$ cat src/hw/rtl/ssso_queue.sv
module ssso_queue #(
    parameter int unsigned WIDTH = 8,
    parameter int unsigned DEPTH = 4
) (
    input  logic             i_clk,
    input  logic             i_rst_n,
    input  logic             i_push,
    input  logic [WIDTH-1:0] i_data,
    output logic             o_full,
    input  logic             i_pop,
    output logic [WIDTH-1:0] o_data,
    output logic             o_empty
);

    localparam int unsigned AW = $clog2(DEPTH);

    logic [WIDTH-1:0] r_mem [DEPTH];
    logic [AW-1:0]    r_wr;
    logic [AW-1:0]    r_rd;
    logic [AW:0]      r_cnt;

    assign o_full  = (r_cnt == (AW+1)'(DEPTH));
    assign o_empty = (r_cnt == '0);
    assign o_data  = r_mem[r_rd];

    // pointers and fill count
    always_ff @(posedge i_clk) begin
        if (!i_rst_n) begin
            r_wr  <= '0;
            r_rd  <= '0;
            r_cnt <= '0;
        end else begin
            if (i_push) begin
                r_wr <= (r_wr == AW'(DEPTH - 1)) ? '0 : r_wr + 1'b1;
            end
            if (i_pop) begin
                r_rd <= (r_rd == AW'(DEPTH - 1)) ? '0 : r_rd + 1'b1;
            end
            r_cnt <= r_cnt + (AW+1)'(i_push) - (AW+1)'(i_pop);
        end
    end

    // storage
    always_ff @(posedge i_clk) begin
        if (i_push) begin
            r_mem[r_wr] <= i_data;
        end
    end

endmodule

$ cat config.mk
export PLATFORM = sky130hd
export DESIGN_NAME = ssso_queue
export DESIGN_NICKNAME = d
export VERILOG_FILES = /design/src/hw/rtl/ssso_queue.sv
export SDC_FILE = /design/constraint.sdc
export NUM_CORES = 1
export LEC_CHECK = 0
export BUFFER_PORTS_ARGS = -buffer_cell sky130_fd_sc_hd__buf_4
export CAP_MARGIN = 20
export CORE_MARGIN = 10
export CORE_UTILIZATION = 25
export CTS_CLUSTER_SIZE = 10
export DETAILED_ROUTE_END_ITERATION = 10
export GPL_TIMING_DRIVEN = 0
export SYNTH_ARGS = -nofsm -noshare
export SYNTH_HDL_FRONTEND = slang
export SYNTH_SLANG_ARGS = --single-unit
$ cat constraint.sdc
create_clock -name i_clk -period 1.4 [get_ports i_clk]
set_input_delay 0.21 -clock i_clk [delete_from_list [all_inputs] [get_ports i_clk]]
set_output_delay 0.21 -clock i_clk [all_outputs]
set_load 0.05 [all_outputs]
---- Word level (Yosys, flattened, before mapping) ----
Memory sizes are Yosys's and may differ from the RTL's. A register that Yosys moved wholly into a read port is not among the register bits.
Cells that the tools add are included.
word-level totals
  memories ................................ 1
  register bits after elaboration ......... 7
  logic and storage cells ................. 18
  input port bits ......................... 12
  output and inout port bits .............. 10
  bits in writable memories ............... 32
memory list
  name   depth  bits a word  read ports  clocked after Yosys merged registers in  wr ports  RTL line  RTL
  r_mem  4      8            1           1                                        1         17        logic [WIDTH-1:0] r_mem [DEPTH];
operators by class
  equal/unequal tests ..................... 3
  muxes and demuxes ....................... 6
  add/subtract/negate cells ............... 4
  reduce and logical (&&, ||, !) cells .... 1
operators with widths
  operator               count
  $mux W2                4
  $add A2 B1 Y2 const B  2
  $eq A2 B2 Y1 const B   2
  $add A3 B1 Y3          1
  $eq A3 B3 Y1 const B   1
  $logic_not A3 Y1       1
  $sub A3 B1 Y3          1
  $mux W1                2

---- Logic depth before layout (Yosys ltp) ----
  word-level depth ........................ 4
  mapped depth ............................ 7

---- Worst setup path before layout ----
Ideal clock, no wire load.
  kind .................................... reg2out
  from .................................... reg r_cnt[1]
  to ...................................... out o_empty
  setup slack ............................. -207 ps
  data arrival time ....................... 1397 ps
  required time ........................... 1190 ps
  stages on the path, launching flop included .. 2
  cells stage by stage .................... dfxtp_1 > nor3_1
between the ends
  word-level cells in the longest chain between the ends .. 1
RTL lines
  element                   RTL line  RTL
  start: declaration        20        logic [AW:0] r_cnt;
  start signal: assignment  39        r_cnt <= r_cnt + (AW+1)'(i_push) - (AW+1)'(i_pop);
  $logic_not A3 Y1          23        assign o_empty = (r_cnt == '0);
  end: declaration          12        output logic o_empty
Every way passes these cells.

==> reports/qor.csv <==
metric,value,unit
status,finished with violations,
violated checks,negative setup slack,
largest net degree at the start of global routing,14,
number of global-route vias before repair,878,
clock root buffer,sky130_fd_sc_hd__clkbuf_8,
post-synth top area cell,sky130_fd_sc_hd__edfxtp_1,
share of layout cells above drive strength 1,0.440,
library cell contributing the largest single delay on the critical path,sky130_fd_sc_hd__mux4_2,
Post-Synthesis Net Count,106,
top-level I/O count,22,
H-tree level count,2,
mean cell area of the mapped netlist,18.8,µm²
path category of the worst min-delay check,in2reg,
HPWL after detailed placement,2.03,mm
Setup Slack @ Placement,-0.158,ns
portion of the post-synthesis area used by sequential elements,0.706,
number of nets with antenna violations after detailed routing,0,
switching pwr,772,µW
part of the cycle the worst path needs,1.20,
sw frac,0.261,
GP Congestion,0.756,
CTS tree,done,
antenna violations before repair,0,
total global-route track usage,0.0590,
"Slew Viols, Final",0,
length of the first detailed-routing pass in iterations,4,
hold slack final,0.123,ns
part of the total power dissipated in combinational logic,0.211,
kind of launch point of the worst setup path,flip-flop,
crit path max fanout,8,
vias after detailed routing,789,
Core Region,0.00631,mm²
count of routing violations after the opening detailed-route iteration,48,
post-placement cell count,184,
Post-CTS Hold Fix Bufs,0,
Sequential Power Share,0.484,
Fmax,595,MHz
power consumption,2.96,mW
critical path data arrival time,1.47,ns
Worst R2R Setup Slack,-0.11,ns
number of placement rows,29,
number of storage elements in the synthesis netlist,41,
number of buffers added on ports,21,
final cell utilization of the core,0.328,
worst ir drop on vdd,0.802,mV
clock buffers created by TritonCTS,5,
Internal,2.19,mW
top post-synthesis cells by area,"sky130_fd_sc_hd__edfxtp_1 (59%), sky130_fd_sc_hd__dfxtp_1 (11%), sky130_fd_sc_hd__mux4_2 (11%), sky130_fd_sc_hd__ha_1 (5.4%), sky130_fd_sc_hd__and2_1 (2.3%)",
number of hold violations in the final report,0,
portion of total power attributed to the clock network,0.305,
number of fill cells,612,
via-per-instance ratio,4.09,
min Tclk post-route,1.68,ns
Leak,0.754,nW
worst path cell trace,"buf_12, mux4_2, buf_8",
Initial Util,0.256,
path type of the worst setup path,reg2out,
clock tree skew after final layout,0.00665,ns
area share of the leading cell type in the synthesized netlist,0.595,
required time of the worst setup path,1.19,ns
die width,100,µm
Clock transition at path regs,0.08,ns
Post-Layout Cell Count,193,
die height,100,µm
Longest Clk Path Bufs,2,
netlist area before placement,0.00162,mm²
Crit path largest cell delay,0.54,ns
area enclosed by the die boundary,0.0101,mm²
number of instances in the synthesized netlist,86,
power density cells,1430,mW/mm²
DRT Wirelength,2.73,mm
tightest slew margin relative to the limit,0.843,
clock tree sinks,41,
setup slack of the critical path after layout,-0.281,ns
final net count,135,
setup repair after global routing missed its margin,yes,
Yosys warning total,0,
unique cell type count in the Yosys netlist,17,
transition time at the pin with the least slew margin,0.235,ns
number of diodes added for antenna fixing,0,
clock latency on the worst-skew pair,0.28,ns
first-pass GRT wire length,4.43,mm
overall overflow remaining after global route,0,
routed wire length per instance,14.1,µm
Post-route DRC,0,
layout-stage area growth over the synthesis result,28.1,%
sort of element at the end of the critical path,output port,
Max Cap Viol,0,
count of final setup violators,10,
[registers in the layout (all words and copies together), names as in the netlist, named ones only]
signal  flops
r_cnt       3
r_mem      32
r_rd        2
r_wr        2
[critical path: cells and delay by family, from the launching register on]
kind | cells | cell delay [ns]
muxes | 1 | 0.54
DFF | 1 | 0.34
buffers and inverters | 2 | 0.30
[power groups by stage]
stage / Clock (mW) / Combinational [mW] / Sequential (mW)
3_3_place_gp: 0 / 0.572 / 1.45
3_5_place_dp: 0 / 0.597 / 1.46
4_1_cts: 0.929 / 0.634 / 1.43
2_1_floorplan: 0 / 0.423 / 1.45
6_report: 0.902 / 0.623 / 1.43
5_1_grt: 1.00 / 0.673 / 1.44
[Yosys cell counts]
library cell	number
sky130_fd_sc_hd__mux4_2	8
sky130_fd_sc_hd__inv_1	7
sky130_fd_sc_hd__nor3_1	1
sky130_fd_sc_hd__ha_1	7
sky130_fd_sc_hd__edfxtp_1	32
sky130_fd_sc_hd__xor3_1	1
sky130_fd_sc_hd__or3b_1	2
sky130_fd_sc_hd__and2_1	6
sky130_fd_sc_hd__nand2b_1	2
sky130_fd_sc_hd__nor2_1	3
sky130_fd_sc_hd__a21oi_1	2
sky130_fd_sc_hd__and3_1	1
sky130_fd_sc_hd__dfxtp_1	9
sky130_fd_sc_hd__fa_1	1
sky130_fd_sc_hd__clkbuf_2	1
sky130_fd_sc_hd__mux2i_1	2
sky130_fd_sc_hd__buf_6	1
[cell type report]
cell class                 count  area, µm²  area share
clock inverter                 3       41.3      0.0200
sequential                    41       1140       0.553
buffer                         2       25.0      0.0121
multi-input combinational     36        469       0.227
tap                           77       96.3      0.0466
clock buffer                   5       68.8      0.0333
inverter                       7       26.3      0.0127
timing repair buffer          22        199      0.0961
[path summary, 6_finish.rpt]
kind | startpoint | endpoint | cells after the start
setup / recovery | flip-flop | o_data[3] | 3
hold / removal | i_data[3] | r_mem[3][3]$_DFFE_PP_ | 1
hold reg to reg | r_rd[0]$_SDFFE_PN0P_ | flip-flop | 2
setup reg to reg | r_cnt[0]$_SDFF_PN0_ | r_cnt[2]$_SDFF_PN0_ | 7
[cells in the final DEF (no fill, tap or decap), drive strengths merged]
cell and n:
xor3 1, dfxtp 9, clkbuf 6, inv 7, ha 7, fa 1, bufinv 1, nor3 1
clkinvlp 1, or3b 2, clkinv 1, and3 1, mux2i 2, mux4 8, buf 23, a21oi 2
edfxtp 32, and2 6, nor2 3, nand2b 2
[layer usage]
layer / vias to the layer above / track usage / wire length, µm
li1: 379 / - / -
met1: 387 / 0.0615 / 1160
met2: 19 / 0.0964 / 1380
met3: 4 / 0.0337 / 154
met4: 0 / 0.0228 / 34
met5: - / 0 / 0
[cells by family (layout without fill, tap and decap cells)]
kind of cell	after synthesis	after routing	synth area share
DFF	41	41	0.706
and+or+nand+nor	15	15	0.0558
muxes	10	10	0.124
buffers and inverters	9	39	0.0263
adders and majority gates	8	8	0.0666
AOI/OAI and AO/OA	2	2	0.00620
xor gates and xnor gates	1	1	0.0147
[through the flow]
stage / cell area [µm²] / setup TNS (ns)
CTS: 2060 / -2.48
finish: 2070 / -2.24
detailed placement: 1900 / -0.346
global placement: 1900 / -0.209
global route: 2070 / -2.85
floorplan: 1650 / -0.115
[what timing repair did]
| item | 4_1_cts | 5_1_grt |
|---|---|---|
| endpoints found under the setup margin | 10 | 35 |
| gates resized for setup | 11 | 5 |
| hold endpoints to repair | 0 | 0 |
| setup buffers | 1 | 0 |
| pin swaps | 2 | 0 |
(Power assumes the default switching activity.)
